==> src/rtl/core/fth_pkg.sv <==
`default_nettype none
package fth_pkg;

   localparam int unsigned CsrIndexWidth = 3;
   localparam int unsigned CsrDataWidth  = 32;

   localparam logic [CsrIndexWidth-1:0] CSR_ROLE_SERVER   = 3'd0;
   localparam logic [CsrIndexWidth-1:0] CSR_RETRY_LIMIT   = 3'd1;
   localparam logic [CsrIndexWidth-1:0] CSR_RETRY_TIMEOUT = 3'd2;
   localparam logic [CsrIndexWidth-1:0] CSR_HB_TIMEOUT    = 3'd3;
   localparam logic [CsrIndexWidth-1:0] CSR_REMOTE_IP     = 3'd4;
   localparam logic [CsrIndexWidth-1:0] CSR_TARGET_PORT   = 3'd5;

   localparam logic [1:0] PHASE_IDLE    = 2'd0;
   localparam logic [1:0] PHASE_SYN     = 2'd1;
   localparam logic [1:0] PHASE_ACK     = 2'd2;
   localparam logic [1:0] PHASE_READY   = 2'd3;

   localparam logic       OP_TICK = 1'b0;
   localparam logic       OP_RECV = 1'b1;

   localparam logic [2:0] FLAG_SYN = 3'b100;
   localparam logic [2:0] FLAG_ACK = 3'b010;
   localparam logic [2:0] FLAG_PSH = 3'b001;

   localparam logic [1:0] KIND_NONE      = 2'd0;
   localparam logic [1:0] KIND_PLAIN     = 2'd1;
   localparam logic [1:0] KIND_HEARTBEAT = 2'd2;

   localparam logic [3:0]  RESET_RETRY_LIMIT   = 4'd3;
   localparam logic [15:0] RESET_RETRY_TIMEOUT = 16'd1000;
   localparam logic [15:0] RESET_HB_TIMEOUT    = 16'd5000;

   typedef struct packed {
      logic        role_server;
      logic [3:0]  retry_limit;
      logic [15:0] retry_timeout_ms;
      logic [15:0] heartbeat_timeout_ms;
      logic [31:0] remote_ip;
      logic [15:0] target_port;
   } fth_cfg_type;

   typedef struct packed {
      logic        opcode;
      logic [31:0] now_ms;
      logic        rx_syn;
      logic        rx_ack;
      logic [31:0] rx_src_ip;
      logic [15:0] rx_src_port;
      logic [31:0] rx_seq;
   } fth_item_type;

   typedef struct packed {
      logic        send_valid;
      logic        tx_syn;
      logic        tx_ack;
      logic        tx_psh;
      logic [31:0] tx_seq;
      logic [31:0] tx_ack_num;
      logic [31:0] tx_dst_ip;
      logic [15:0] tx_dst_port;
      logic        tx_heartbeat;
      logic [1:0]  conn_state;
   } fth_result_type;

   typedef struct packed {
      logic [1:0]  phase;
      logic [3:0]  retries_left;
      logic [31:0] phase_time;
      logic [31:0] heartbeat_time;
      logic [31:0] peer_ip;
      logic [15:0] peer_port;
      logic [31:0] local_seq;
      logic [31:0] ack_number;
      logic [2:0]  flag_bits;
   } fth_state_type;

endpackage
`default_nettype wire

==> src/rtl/core/fth_channels.sv <==
`default_nettype none
interface fth_req_if;
   logic        valid;
   logic        ready;
   logic        opcode;
   logic [31:0] now_ms;
   logic        rx_syn;
   logic        rx_ack;
   logic [31:0] rx_src_ip;
   logic [15:0] rx_src_port;
   logic [31:0] rx_seq;

   modport source (output valid, opcode, now_ms, rx_syn, rx_ack, rx_src_ip, rx_src_port,
                   rx_seq, input ready);
   modport sink   (input valid, opcode, now_ms, rx_syn, rx_ack, rx_src_ip, rx_src_port,
                   rx_seq, output ready);
endinterface

interface fth_rsp_if;
   logic        valid;
   logic        ready;
   logic        send_valid;
   logic        tx_syn;
   logic        tx_ack;
   logic        tx_psh;
   logic [31:0] tx_seq;
   logic [31:0] tx_ack_num;
   logic [31:0] tx_dst_ip;
   logic [15:0] tx_dst_port;
   logic        tx_heartbeat;
   logic [1:0]  conn_state;

   modport source (output valid, send_valid, tx_syn, tx_ack, tx_psh, tx_seq, tx_ack_num,
                   tx_dst_ip, tx_dst_port, tx_heartbeat, conn_state, input ready);
   modport sink   (input valid, send_valid, tx_syn, tx_ack, tx_psh, tx_seq, tx_ack_num,
                   tx_dst_ip, tx_dst_port, tx_heartbeat, conn_state, output ready);
endinterface
`default_nettype wire

==> src/rtl/core/fth_fsm.sv <==
`default_nettype none
module fth_fsm (
   input  fth_pkg::fth_cfg_type    cfg,
   input  fth_pkg::fth_item_type   item,
   input  fth_pkg::fth_state_type  cur,
   output fth_pkg::fth_state_type  nxt,
   output fth_pkg::fth_result_type result
);
   import fth_pkg::*;

   logic [31:0] phase_elapsed;
   logic [31:0] hb_elapsed;
   logic        retry_expired;
   logic        hb_expired;
   logic        from_remote;
   logic        from_peer;
   logic [1:0]  kind;

   assign phase_elapsed = item.now_ms - cur.phase_time;
   assign hb_elapsed    = item.now_ms - cur.heartbeat_time;
   assign retry_expired = phase_elapsed > {16'd0, cfg.retry_timeout_ms};
   assign hb_expired    = hb_elapsed > {16'd0, cfg.heartbeat_timeout_ms};
   assign from_remote   = (item.rx_src_ip == cfg.remote_ip) &&
                          (item.rx_src_port == cfg.target_port);
   assign from_peer     = (item.rx_src_ip == cur.peer_ip) &&
                          (item.rx_src_port == cur.peer_port);

   always_comb begin
      nxt  = cur;
      kind = KIND_NONE;
      if (item.opcode == OP_TICK) begin
         if (!cfg.role_server) begin
            case (cur.phase)
               PHASE_IDLE: begin
                  nxt.local_seq    = '0;
                  nxt.ack_number   = '0;
                  nxt.flag_bits    = FLAG_SYN;
                  nxt.phase        = PHASE_SYN;
                  nxt.phase_time   = item.now_ms;
                  nxt.retries_left = cfg.retry_limit;
                  kind             = KIND_PLAIN;
               end
               PHASE_SYN, PHASE_ACK: begin
                  if (retry_expired) begin
                     nxt.phase_time = item.now_ms;
                     kind           = KIND_PLAIN;
                     if (cur.retries_left == 4'd0) begin
                        nxt.local_seq    = '0;
                        nxt.ack_number   = '0;
                        nxt.flag_bits    = FLAG_SYN;
                        nxt.phase        = PHASE_SYN;
                        nxt.retries_left = cfg.retry_limit;
                     end else begin
                        nxt.retries_left = cur.retries_left - 4'd1;
                        if (cur.phase == PHASE_SYN) begin
                           nxt.local_seq  = '0;
                           nxt.ack_number = '0;
                           nxt.flag_bits  = FLAG_SYN;
                        end
                     end
                  end
               end
               default: begin
                  if (hb_expired) begin
                     nxt.phase = PHASE_IDLE;
                  end else begin
                     nxt.flag_bits = (cur.flag_bits & FLAG_PSH) | FLAG_ACK;
                     kind          = KIND_HEARTBEAT;
                  end
               end
            endcase
         end else begin
            case (cur.phase)
               PHASE_IDLE: begin
                  kind = KIND_NONE;
               end
               PHASE_SYN: begin
                  if (retry_expired) begin
                     if (cur.retries_left == 4'd0) begin
                        nxt.phase = PHASE_IDLE;
                     end else begin
                        nxt.retries_left = cur.retries_left - 4'd1;
                        nxt.phase_time   = item.now_ms;
                        kind             = KIND_PLAIN;
                     end
                  end
               end
               default: begin
                  if (hb_expired) begin
                     nxt.phase = PHASE_IDLE;
                  end else begin
                     nxt.flag_bits = FLAG_ACK | FLAG_PSH;
                     kind          = KIND_HEARTBEAT;
                  end
               end
            endcase
         end
      end else begin
         if (!cfg.role_server) begin
            case (cur.phase)
               PHASE_SYN: begin
                  if (item.rx_syn && item.rx_ack && from_remote) begin
                     nxt.ack_number   = item.rx_seq + 32'd1;
                     nxt.flag_bits    = FLAG_ACK;
                     nxt.local_seq    = cur.local_seq + 32'd1;
                     nxt.phase        = PHASE_ACK;
                     nxt.phase_time   = item.now_ms;
                     nxt.retries_left = cfg.retry_limit;
                     kind             = KIND_PLAIN;
                  end
               end
               PHASE_ACK: begin
                  if (!item.rx_syn && item.rx_ack && from_remote) begin
                     nxt.phase          = PHASE_READY;
                     nxt.heartbeat_time = item.now_ms;
                  end
               end
               PHASE_READY: begin
                  nxt.heartbeat_time = item.now_ms;
               end
               default: begin
                  kind = KIND_NONE;
               end
            endcase
         end else begin
            case (cur.phase)
               PHASE_IDLE: begin
                  if (item.rx_syn && !item.rx_ack) begin
                     nxt.peer_ip      = item.rx_src_ip;
                     nxt.peer_port    = item.rx_src_port;
                     nxt.ack_number   = item.rx_seq + 32'd1;
                     nxt.flag_bits    = FLAG_SYN | FLAG_ACK;
                     nxt.phase        = PHASE_SYN;
                     nxt.retries_left = cfg.retry_limit;
                     nxt.phase_time   = item.now_ms;
                     kind             = KIND_PLAIN;
                  end
               end
               PHASE_SYN: begin
                  if (!item.rx_syn && item.rx_ack) begin
                     nxt.phase          = PHASE_ACK;
                     nxt.flag_bits      = (cur.flag_bits & FLAG_PSH) | FLAG_ACK;
                     nxt.heartbeat_time = item.now_ms;
                     nxt.phase_time     = item.now_ms;
                     kind               = KIND_HEARTBEAT;
                  end
               end
               default: begin
                  if (!item.rx_syn && item.rx_ack && from_peer) begin
                     if (cur.phase == PHASE_ACK) begin
                        nxt.phase      = PHASE_READY;
                        nxt.phase_time = item.now_ms;
                     end
                     nxt.heartbeat_time = item.now_ms;
                  end
               end
            endcase
         end
      end
   end

   always_comb begin
      result            = '0;
      result.conn_state = nxt.phase;
      if (kind != KIND_NONE) begin
         result.send_valid   = 1'b1;
         result.tx_syn       = nxt.flag_bits[2];
         result.tx_ack       = nxt.flag_bits[1];
         result.tx_psh       = nxt.flag_bits[0];
         result.tx_seq       = nxt.local_seq;
         result.tx_ack_num   = nxt.ack_number;
         result.tx_dst_ip    = cfg.role_server ? nxt.peer_ip : cfg.remote_ip;
         result.tx_dst_port  = cfg.role_server ? nxt.peer_port : cfg.target_port;
         result.tx_heartbeat = (kind == KIND_HEARTBEAT);
      end
   end

endmodule
`default_nettype wire

==> src/rtl/core/fake_tcp_handshake_keepalive_top.sv <==
`default_nettype none
// Connection state machine imitating a TCP three-way handshake with keepalive, as client or
// server. Each item (timer tick or parsed received segment, stamped with the millisecond time)
// gives exactly one result: the connection state after the item and at most one segment to
// send. An item is registered on entry, its whole update is computed combinationally from that
// register and the connection state, and the result is held in an output register; one item
// is accepted every cycle while the output is not stalled, and its result turns valid as the
// input register drains into the output register, while the output is empty or being taken.
// Configuration registers should be written only while no item is in flight.
module fake_tcp_handshake_keepalive_top (
   input  wire                                  clock,
   input  wire                                  reset,
   fth_req_if.sink                              req_chan,
   fth_rsp_if.source                            rsp_chan,
   input  wire                                  csr_wr_en,
   input  wire [fth_pkg::CsrIndexWidth-1:0]     csr_index,
   input  wire [fth_pkg::CsrDataWidth-1:0]      csr_wdata
);
   import fth_pkg::*;

   fth_cfg_type    cfg_ff;
   fth_state_type  state_ff;
   fth_state_type  state_in;
   fth_item_type   item_ff;
   logic           item_vld_ff;
   fth_result_type result_in;
   fth_result_type result_ff;
   logic           result_vld_ff;
   logic           advance;
   logic           accept;

   assign advance        = item_vld_ff && (!result_vld_ff || rsp_chan.ready);
   assign req_chan.ready = !item_vld_ff || advance;
   assign accept         = req_chan.valid && req_chan.ready;

   always_ff @(posedge clock) begin
      if (reset) begin
         cfg_ff.role_server          <= 1'b0;
         cfg_ff.retry_limit          <= RESET_RETRY_LIMIT;
         cfg_ff.retry_timeout_ms     <= RESET_RETRY_TIMEOUT;
         cfg_ff.heartbeat_timeout_ms <= RESET_HB_TIMEOUT;
         cfg_ff.remote_ip            <= '0;
         cfg_ff.target_port          <= '0;
      end else if (csr_wr_en) begin
         case (csr_index)
            CSR_ROLE_SERVER:   cfg_ff.role_server          <= csr_wdata[0];
            CSR_RETRY_LIMIT:   cfg_ff.retry_limit          <= csr_wdata[3:0];
            CSR_RETRY_TIMEOUT: cfg_ff.retry_timeout_ms     <= csr_wdata[15:0];
            CSR_HB_TIMEOUT:    cfg_ff.heartbeat_timeout_ms <= csr_wdata[15:0];
            CSR_REMOTE_IP:     cfg_ff.remote_ip            <= csr_wdata[31:0];
            CSR_TARGET_PORT:   cfg_ff.target_port          <= csr_wdata[15:0];
            default: begin
            end
         endcase
      end
   end

   always_ff @(posedge clock) begin
      if (reset) begin
         item_vld_ff <= 1'b0;
      end else if (req_chan.ready) begin
         item_vld_ff <= req_chan.valid;
      end
   end

   always_ff @(posedge clock) begin
      if (accept) begin
         item_ff.opcode      <= req_chan.opcode;
         item_ff.now_ms      <= req_chan.now_ms;
         item_ff.rx_syn      <= req_chan.rx_syn;
         item_ff.rx_ack      <= req_chan.rx_ack;
         item_ff.rx_src_ip   <= req_chan.rx_src_ip;
         item_ff.rx_src_port <= req_chan.rx_src_port;
         item_ff.rx_seq      <= req_chan.rx_seq;
      end
   end

   fth_fsm u_fsm (
      .cfg    (cfg_ff),
      .item   (item_ff),
      .cur    (state_ff),
      .nxt    (state_in),
      .result (result_in)
   );

   always_ff @(posedge clock) begin
      if (reset) begin
         state_ff <= '0;
      end else if (advance) begin
         state_ff <= state_in;
      end
   end

   always_ff @(posedge clock) begin
      if (reset) begin
         result_vld_ff <= 1'b0;
      end else if (advance) begin
         result_vld_ff <= 1'b1;
      end else if (rsp_chan.ready) begin
         result_vld_ff <= 1'b0;
      end
   end

   always_ff @(posedge clock) begin
      if (advance) begin
         result_ff <= result_in;
      end
   end

   assign rsp_chan.valid        = result_vld_ff;
   assign rsp_chan.send_valid   = result_ff.send_valid;
   assign rsp_chan.tx_syn       = result_ff.tx_syn;
   assign rsp_chan.tx_ack       = result_ff.tx_ack;
   assign rsp_chan.tx_psh       = result_ff.tx_psh;
   assign rsp_chan.tx_seq       = result_ff.tx_seq;
   assign rsp_chan.tx_ack_num   = result_ff.tx_ack_num;
   assign rsp_chan.tx_dst_ip    = result_ff.tx_dst_ip;
   assign rsp_chan.tx_dst_port  = result_ff.tx_dst_port;
   assign rsp_chan.tx_heartbeat = result_ff.tx_heartbeat;
   assign rsp_chan.conn_state   = result_ff.conn_state;

endmodule
`default_nettype wire

==> src/flat_wrapper.sv <==
// flat-port wrapper written by rule: the top's interface ports become plain ports
module fake_tcp_handshake_keepalive_top_flat import fth_pkg::*;
  (clock, reset, csr_wr_en, csr_index, csr_wdata, req_chan_valid, req_chan_opcode, req_chan_now_ms, req_chan_rx_syn, req_chan_rx_ack, req_chan_rx_src_ip, req_chan_rx_src_port, req_chan_rx_seq, req_chan_ready, rsp_chan_valid, rsp_chan_send_valid, rsp_chan_tx_syn, rsp_chan_tx_ack, rsp_chan_tx_psh, rsp_chan_tx_seq, rsp_chan_tx_ack_num, rsp_chan_tx_dst_ip, rsp_chan_tx_dst_port, rsp_chan_tx_heartbeat, rsp_chan_conn_state, rsp_chan_ready);
  fth_req_if req_chan_i ();
  fth_rsp_if rsp_chan_i ();
  input  wire clock;
  input  wire reset;
  input  wire csr_wr_en;
  input  wire [fth_pkg::CsrIndexWidth-1:0] csr_index;
  input  wire [fth_pkg::CsrDataWidth-1:0] csr_wdata;
  input wire logic [$bits(req_chan_i.valid)-1:0] req_chan_valid;
  input wire logic [$bits(req_chan_i.opcode)-1:0] req_chan_opcode;
  input wire logic [$bits(req_chan_i.now_ms)-1:0] req_chan_now_ms;
  input wire logic [$bits(req_chan_i.rx_syn)-1:0] req_chan_rx_syn;
  input wire logic [$bits(req_chan_i.rx_ack)-1:0] req_chan_rx_ack;
  input wire logic [$bits(req_chan_i.rx_src_ip)-1:0] req_chan_rx_src_ip;
  input wire logic [$bits(req_chan_i.rx_src_port)-1:0] req_chan_rx_src_port;
  input wire logic [$bits(req_chan_i.rx_seq)-1:0] req_chan_rx_seq;
  output wire logic [$bits(req_chan_i.ready)-1:0] req_chan_ready;
  output wire logic [$bits(rsp_chan_i.valid)-1:0] rsp_chan_valid;
  output wire logic [$bits(rsp_chan_i.send_valid)-1:0] rsp_chan_send_valid;
  output wire logic [$bits(rsp_chan_i.tx_syn)-1:0] rsp_chan_tx_syn;
  output wire logic [$bits(rsp_chan_i.tx_ack)-1:0] rsp_chan_tx_ack;
  output wire logic [$bits(rsp_chan_i.tx_psh)-1:0] rsp_chan_tx_psh;
  output wire logic [$bits(rsp_chan_i.tx_seq)-1:0] rsp_chan_tx_seq;
  output wire logic [$bits(rsp_chan_i.tx_ack_num)-1:0] rsp_chan_tx_ack_num;
  output wire logic [$bits(rsp_chan_i.tx_dst_ip)-1:0] rsp_chan_tx_dst_ip;
  output wire logic [$bits(rsp_chan_i.tx_dst_port)-1:0] rsp_chan_tx_dst_port;
  output wire logic [$bits(rsp_chan_i.tx_heartbeat)-1:0] rsp_chan_tx_heartbeat;
  output wire logic [$bits(rsp_chan_i.conn_state)-1:0] rsp_chan_conn_state;
  input wire logic [$bits(rsp_chan_i.ready)-1:0] rsp_chan_ready;
  assign req_chan_i.valid = req_chan_valid;
  assign req_chan_i.opcode = req_chan_opcode;
  assign req_chan_i.now_ms = req_chan_now_ms;
  assign req_chan_i.rx_syn = req_chan_rx_syn;
  assign req_chan_i.rx_ack = req_chan_rx_ack;
  assign req_chan_i.rx_src_ip = req_chan_rx_src_ip;
  assign req_chan_i.rx_src_port = req_chan_rx_src_port;
  assign req_chan_i.rx_seq = req_chan_rx_seq;
  assign req_chan_ready = req_chan_i.ready;
  assign rsp_chan_valid = rsp_chan_i.valid;
  assign rsp_chan_send_valid = rsp_chan_i.send_valid;
  assign rsp_chan_tx_syn = rsp_chan_i.tx_syn;
  assign rsp_chan_tx_ack = rsp_chan_i.tx_ack;
  assign rsp_chan_tx_psh = rsp_chan_i.tx_psh;
  assign rsp_chan_tx_seq = rsp_chan_i.tx_seq;
  assign rsp_chan_tx_ack_num = rsp_chan_i.tx_ack_num;
  assign rsp_chan_tx_dst_ip = rsp_chan_i.tx_dst_ip;
  assign rsp_chan_tx_dst_port = rsp_chan_i.tx_dst_port;
  assign rsp_chan_tx_heartbeat = rsp_chan_i.tx_heartbeat;
  assign rsp_chan_conn_state = rsp_chan_i.conn_state;
  assign rsp_chan_i.ready = rsp_chan_ready;
  fake_tcp_handshake_keepalive_top u_core (.clock(clock), .reset(reset), .req_chan(req_chan_i), .rsp_chan(rsp_chan_i), .csr_wr_en(csr_wr_en), .csr_index(csr_index), .csr_wdata(csr_wdata));
endmodule
==> config.mk <==
export PLATFORM = sky130hd
export DESIGN_NAME = fake_tcp_handshake_keepalive_top_flat
export DESIGN_NICKNAME = d
export VERILOG_FILES = /design/src/rtl/core/fth_pkg.sv /design/src/rtl/core/fth_channels.sv /design/src/rtl/core/fth_fsm.sv /design/src/rtl/core/fake_tcp_handshake_keepalive_top.sv /design/src/flat_wrapper.sv
export SDC_FILE = /design/constraint.sdc
export NUM_CORES = 1
export LEC_CHECK = 0
export ABC_AREA = 1
export BUFFER_PORTS_ARGS = -buffer_cell sky130_fd_sc_hd__buf_2
export CAP_MARGIN = 20
export CORE_MARGIN = 3
export CORE_UTILIZATION = 55
export CTS_CLUSTER_SIZE = 12
export DETAILED_ROUTE_END_ITERATION = 16
export PLACE_DENSITY_LB_ADDON = 0.08
export SETUP_SLACK_MARGIN = 0.02
export SLEW_MARGIN = 10
export SYNTH_ARGS = -nofsm -noshare
export SYNTH_HDL_FRONTEND = slang
export SYNTH_SLANG_ARGS = --single-unit
==> constraint.sdc <==
create_clock -name clock -period 5.35 [get_ports clock]
set_clock_uncertainty 0.2 [all_clocks]
set_input_delay 1.07 -clock clock [delete_from_list [all_inputs] [get_ports clock]]
set_output_delay 1.07 -clock clock [all_outputs]
set_load 0.01 [all_outputs]
# [Yosys cells after proc, flatten, opt, wreduce, memory -nomap -nowiden]
# Index checks and enable logic that the tools add are counted.
[classes] n_addsub=5 n_lt_le_gt_ge=2 n_eq_ne=29 muxes=73 reduce_logical=34
[ops] cell="$mux 67" n=6
[ops] cell="$mux 38" n=6
[ops] cell="$mux 48" n=4
[ops] cell="$mux 64" n=3
[ops] cell="$pmux 32 s2" n=3
[ops] cell="$mux 32" n=5
[ops] cell="$pmux 64 s2" n=1
[ops] cell="$mux 117" n=1
[ops] cell="$mux 36" n=3
[ops] cell="$pmux 36 s2" n=1
[ops] cell="$mux 35" n=2
[ops] cell="$mux 70" n=1
[ops] cell="$add 32x1->32 const B" n=2
[ops] cell="$eq 32x32->1" n=2
[ops] cell="$gt 32x16->1" n=2
[ops] cell="$sub 32x32->32" n=2
[ops] cell="$eq 16x16->1" n=2
[ops] cell="$pmux 2 s2" n=7
[ops] cell="$mux 2" n=13
[ops] cell="$ne 3x3->1 const B" n=7
[ops] cell="$mux 16" n=1
[ops] cell="$ne 4x4->1 const B" n=4
[ops] cell="$mux 3" n=5
[ops] cell="$ne 3x2->1 const B" n=4
[ops] cell="other kinds (24)" n=56
[totals] ff_bits=506 input_bits=155 out_inout_bits=121 wordCells=177

# [Depth between registers and ports, before layout]
[logic_depth] ltp_word=9 depth_mapped=35 depth_no_buf=35

# [Cells and area by module]
# A second synthesis with hierarchy kept.
[hier_totals] hier_cells=5627 area_unflattened_um2=37204.4
[by_module_without_submodules] mod="fth_fsm" instances=1 cells_each=3895 area_per_inst_um2=19145.9 seq_area_each_um2=0.0
[by_module_without_submodules] mod="fake_tcp_handshake_keepalive_top" instances=1 cells_each=1732 area_per_inst_um2=18058.6 seq_area_each_um2=12472.0

# [Worst setup path after synthesis]
# No wires, ideal clock.
[synth_path] path_kind="in2reg" start="in rsp_chan_ready" end="reg u_core.result_ff, in the netlist u_core.rsp_chan.conn_state[0], enable pin" setup_ns=0.530 arrival_time_ns=4.816 t_required_ns=4.620 setup_slack_ns=-0.196 cell_stages=5 path_buffers=1 path_cell_list="inv_1 > nand2_1 > nand2_1 > inv_2 > clkbuf_1"
[synth_between] elab_chain_cells=2
[synth_lines] item="start, declared" line_no="flat_wrapper.sv:31" rtl="input wire logic [$bits(rsp_chan_i.ready)-1:0] rsp_chan_ready;"
[synth_lines] item="$logic_or 1x1->1" line_no="fake_tcp_handshake_keepalive_top.sv:32" rtl="assign advance = item_vld_ff && (!result_vld_ff || rsp_chan.ready);"
[synth_lines] item="$logic_and 1x1->1" line_no="fake_tcp_handshake_keepalive_top.sv:32"
[synth_lines] item="named net u_core.advance" line_no="fake_tcp_handshake_keepalive_top.sv:29" rtl="logic advance;"
[synth_lines] item="end signal, assigned" line_no="fake_tcp_handshake_keepalive_top.sv:106" rtl="result_ff <= result_in;"
[synth_lines] item="end, declared" line_no="fake_tcp_handshake_keepalive_top.sv:27" rtl="fth_result_type result_ff;"
# The timed path passes the listed nets, and every way through them passes these cells.
# A chain may end at the register's enable or synchronous reset.

# [Worst setup path in the final report]
[layout_path] start="reg u_core.item_ff[82] in the netlist's numbering" end="reg u_core.result_ff, in the netlist u_core.rsp_chan.tx_seq[9], data pin"
[layout_between] elab_chain_cells=7 elab_cells_between_ends=16 classes_between="2 x add/sub; 2 x order compare; 11 x mux; 1 x reduce/logical"
[layout_lines] item="start, declared" line_no="fake_tcp_handshake_keepalive_top.sv:24" rtl="fth_item_type item_ff;"
[layout_lines] item="$sub 32x32->32 (on tied branches)" line_no="fth_fsm.sv:19, fth_fsm.sv:20"
[layout_lines] item="$gt 32x16->1 (on tied branches)" line_no="fth_fsm.sv:21, fth_fsm.sv:22"
[layout_lines] item="$mux 1 (tied with other cells)" line_no="fth_fsm.sv:44" rtl="if (retry_expired) begin"
[layout_lines] item="$pmux 2 s2 (on tied branches)" line_no="fth_fsm.sv:33, fth_fsm.sv:73"
[layout_lines] item="$mux 2" line_no="fth_fsm.sv:32" rtl="if (!cfg.role_server) begin"
[layout_lines] item="$mux 2" line_no="fth_fsm.sv:31" rtl="if (item.opcode == OP_TICK) begin"
[layout_lines] item="$reduce_bool 2->1" line_no="fth_fsm.sv:165" rtl="if (kind != KIND_NONE) begin"
# Several ways; a longest one is shown, not always the timed one.

==> results summary <==
The worst register-to-register path begins at u_core.item_ff[82]$_DFFE_PP_. The number of design rule violations left after detail routing is 0. The layout overhead on the synthesized area is 13.3%.

The top cell types in the final layout, fill and taps aside, are sky130_fd_sc_hd__nand2_1, sky130_fd_sc_hd__inv_1, sky130_fd_sc_hd__nor2_1. The total number of yosys warnings came out at 0. The final period utilization came out at 0.880. The average routed wire per standard cell came out at ~16 µm. The worst setup path is of the flip-flop to flip-flop kind. The critical path runs through a total of 33 cells. The number of nets in the synthesized netlist came out at approximately 4,300. The share of synthesized area in the top cell type comes to 0.240. The number of top-level pins came out at roughly 280. Counting along the longest clock path gives a buffer depth of 3.

The transition time of the tightest slew-check pin came out at a little over 1000 ps. The portion of synthesized area spent on multiplexers is 0.00479. The total count of max-transition violations in the final report is 0. The most used flip-flop cell after synthesis is sky130_fd_sc_hd__dfxtp_1. In this run the horizontal extent of the chip is 237 µm.

The global-route usage over all layers came out at 0.284. The number of synthesized register bits is 506. The global route total overflow came out at 0.

In this design, the largest share of critical-path delay is due to simple AND/OR/NAND/NOR gates. The number of CTS-inserted buffers came out at 56. The cell leakage power came out at about 16 nW. The launch point of the worst path is u_core.item_ff[82]$_DFFE_PP_. The number of buffers inserted by port buffering came out at 275. The slowest stage of the critical path is the sky130_fd_sc_hd__fa_1 cell.

Of all flip-flops after synthesis, the portion carrying an async set or reset was 0. After synthesis, the largest family of logic cells by area is simple AND/OR/NAND/NOR gates. The count of nets left with antenna violations once routing finished came out at 0. The global-route wire length before repair came out at 129 mm. Setup violations remaining at the end of the flow were counted as 0.

The number of standard cells after synthesis came out at 4,059. The average instance area after synthesis is roughly 7.2 µm². The number of vias after detailed routing is 26,421. The largest net degree at the start of global routing is around 120.

The synthesized-area fraction occupied by ao, oa, aoi and oai cells came out at 0.130. After filler insertion, the fill cell instance count of the layout stands at around 4,800. The count of buffer and inverter cells on the critical path is 4.

The worst setup path is launched from a flip-flop. The clock transition time at the flip-flop clock pins of the worst setup and hold paths is approximately 60 ps. Setup repair after global routing left no endpoint under its margin. The sequential area share after synthesis is 0.427. Of the total synthesized cell area, the portion taken by XOR and XNOR cells is 0.0366. The number of standard-cell rows in the floorplan came out at 83.

By area the synthesized netlist is led by sky130_fd_sc_hd__edfxtp_1, sky130_fd_sc_hd__dfxtp_1, sky130_fd_sc_hd__nand2_1, sky130_fd_sc_hd__inv_1, sky130_fd_sc_hd__o21ai_0. The multi-input logic area is 13,500 µm². The worst hold path belongs to the class flip-flop to flip-flop. Counting I/O delays and the setup requirement, the final critical path takes about 4700 ps. The total negative slack for setup checks is 0 ps. The number of antenna violations at the first check in global routing came out at 1. The hold path startpoint is u_core.state_ff[144]$_SDFFE_PP0P_. The adder and majority cell fraction of the synthesized area came out at 0.0455. The total count of hold-check failures in the final report is 0. The data required time of the critical path is ~5500 ps. Dividing the detail-routed via count by the number of cells gives 5.27. The routed design has approximately 82 mm of wire.

The fraction of layout instances using a drive strength above 1 came out at 0.101. The floorplan step defined a die boundary enclosing 56,000 µm². CTS saw between 500 and 600 sinks. The top cell type by total area after synthesis is sky130_fd_sc_hd__edfxtp_1. The HPWL after detailed placement is a little under 60 mm. The critical path data arrival time is 4870 ps. The number of violations of the max-capacitance limit is 0. The final weighted congestion of routability-driven global placement came out at roughly 0.95. In this run the clock root is driven by a sky130_fd_sc_hd__clkbuf_16. The length of the first detailed-routing pass in iterations is 6. The number of synthesized flops with an enable pin came out at 234. The clock latency on the worst-skew pair came out at ~640 ps.

The simple-gate area share of the yosys netlist is 0.244. The worst setup path is captured at a flip-flop. In this run the cell area of the synthesized design comes to around 30,000 µm².

Along the worst path, the maximum fanout reaches 59. The level count of the clock H-tree came out at 2. The highest attainable clock frequency is roughly 210 MHz.

The via count of the first global-routing pass came out at roughly 24,000. The register area came out at 12,500 µm². The number of cells traversed by the worst register-to-register path came out at 33.

The core region is between 50,000 and 60,000 µm². The flow ran to the end, and the final reports show no timing, DRC or antenna violations. The power per cell area came out at approximately 300 nW/µm². The worst-case IR drop observed on VDD is ~0.00028 V.

The DRC marker count from the first detailed-route iteration is about 2,100. The cell that appears most often on the critical path is sky130_fd_sc_hd__nand2_1. The starting density of the core is 0.563.

The vertical die dimension came out at ~240 µm. The worst hold margin is between 200 and 300 ps. The clock tree from TritonCTS is built. The largest stage delay on the critical path is 420 ps. Leaving out fill and tap cells, the most frequent cell in the layout is sky130_fd_sc_hd__nand2_1. The count of inserted antenna diode cells came out at 0.

The worst hold path passes through 2 cells. The relative slew slack came out at 0.320. The number of nets in the finished design came out at 4,543. The number of distinct library cell variants in the gate-level netlist after synthesis came out at 60.
==> state kept, by name, indices dropped and copies added (netlist names) <==
register	flops
u_core.cfg_ff	85
u_core.item_ff	115
u_core.item_vld_ff	1
u_core.rsp_chan.conn_state	2
u_core.rsp_chan.send_valid	1
u_core.rsp_chan.tx_ack	1
u_core.rsp_chan.tx_ack_num	32
u_core.rsp_chan.tx_dst_ip	32
u_core.rsp_chan.tx_dst_port	16
u_core.rsp_chan.tx_heartbeat	1
u_core.rsp_chan.tx_psh	1
u_core.rsp_chan.tx_seq	32
u_core.rsp_chan.tx_syn	1
u_core.rsp_chan.valid	1
u_core.state_ff	185
==> power breakdown <==
part | internal, W | total, W | switching (W) | leakage [nW]
Combinational | 0.000544 | 0.00160 | 0.00106 | 10.7
Sequential | 0.00427 | 0.00440 | 0.000136 | 4.49
Clock | 0.00231 | 0.00393 | 0.00162 | 0.927
==> worst paths after layout <==
| kind | to | slack [ps] |
|---|---|---|
| worst max-delay path | u_core.rsp_chan.tx_seq[9]$_SDFFCE_PN0P_ | 640 |
| worst min-delay path | u_core.state_ff[144]$_SDFFE_PP0P_ | 260 |
| worst max register to register | u_core.rsp_chan.tx_seq[9]$_SDFFCE_PN0P_ | 640 |
| worst min register to register | u_core.state_ff[144]$_SDFFE_PP0P_ | 260 |
==> cells by family after synthesis <==
group | Yosys count
compound gates | 731
xor+xnor | 122
fa+ha+maj | 105
buf+inv | 851
flops | 506
mux | 14
simple gates | 1730
==> worst register-to-register path: cells and delay by family, from the launching register on <==
kind,cells,cell delay [ps]
AOI/OAI and AO/OA,3,360
adders and majority gates,3,930
xor gates and xnor gates,1,190
DFF,1,360
and+or+nand+nor,22,1860
buffers and inverters,4,550
==> synthesized netlist by cell type, types with 8 or more instances <==
| library cell | instances |
|---|---|
| sky130_fd_sc_hd__o21ai_1 | 40 |
| sky130_fd_sc_hd__clkbuf_1 | 113 |
| sky130_fd_sc_hd__buf_2 | 11 |
| sky130_fd_sc_hd__ha_1 | 103 |
| sky130_fd_sc_hd__nor2_1 | 435 |
| sky130_fd_sc_hd__o21ai_0 | 376 |
| sky130_fd_sc_hd__nand3_1 | 196 |
| sky130_fd_sc_hd__nor3_1 | 50 |
| sky130_fd_sc_hd__mux2i_1 | 14 |
| sky130_fd_sc_hd__xor2_1 | 88 |
| sky130_fd_sc_hd__buf_4 | 10 |
| sky130_fd_sc_hd__edfxtp_1 | 234 |
| sky130_fd_sc_hd__nand2_1 | 938 |
| sky130_fd_sc_hd__dfxtp_1 | 272 |
| sky130_fd_sc_hd__inv_2 | 8 |
| sky130_fd_sc_hd__nor3b_1 | 8 |
| sky130_fd_sc_hd__o211ai_1 | 14 |
| sky130_fd_sc_hd__a21oi_1 | 268 |
| sky130_fd_sc_hd__xnor2_1 | 34 |
| sky130_fd_sc_hd__inv_1 | 696 |
| sky130_fd_sc_hd__nand4_1 | 57 |
==> final cells by class <==
class,count,area share
flip-flops and latches,506,0.377
clock inverters,20,0.00714
inverters,705,0.0802
repair buffers,312,0.0520
multi-input cells,2702,0.408
well taps,680,0.0257
clock buffers,85,0.0503
==> per-stage QoR <==
step / util / cell area [µm²] / worst slack, ps / power (W) / instances
6_report: 0.638 / 33100 / 643 / 0.00993 / 5010
5_1_grt: 0.638 / 33100 / 187 / 0.0104 / 5010
4_1_cts: 0.638 / 33100 / 512 / 0.0100 / 5010
3_5_place_dp: 0.601 / 31200 / 522 / 0.00606 / 4905
3_3_place_gp: 0.601 / 31200 / 604 / 0.00604 / 4903
2_1_floorplan: - / 29200 / 1110 / 0.00557 / 4059
==> metal layers <==
| layer | share of wire | routed length (µm) | global-route usage |
|---|---|---|---|
| met1 | 0.45 | 36500 | 0.395 |
| met2 | 0.45 | 36900 | 0.456 |
| met3 | 0.070 | 5690 | 0.0406 |
| met4 | 0.033 | 2730 | 0.0966 |
| met5 | 0.00016 | 13 | 0 |
==> timing repair <==
| action | CTS | global route |
|---|---|---|
| resized for setup | 0 | 1 |
| hold buffers | 0 | 0 |
| buffers inserted | 0 | 0 |
| endpoints found under the setup margin | 0 | 2 |
(Power assumes the default switching activity.)
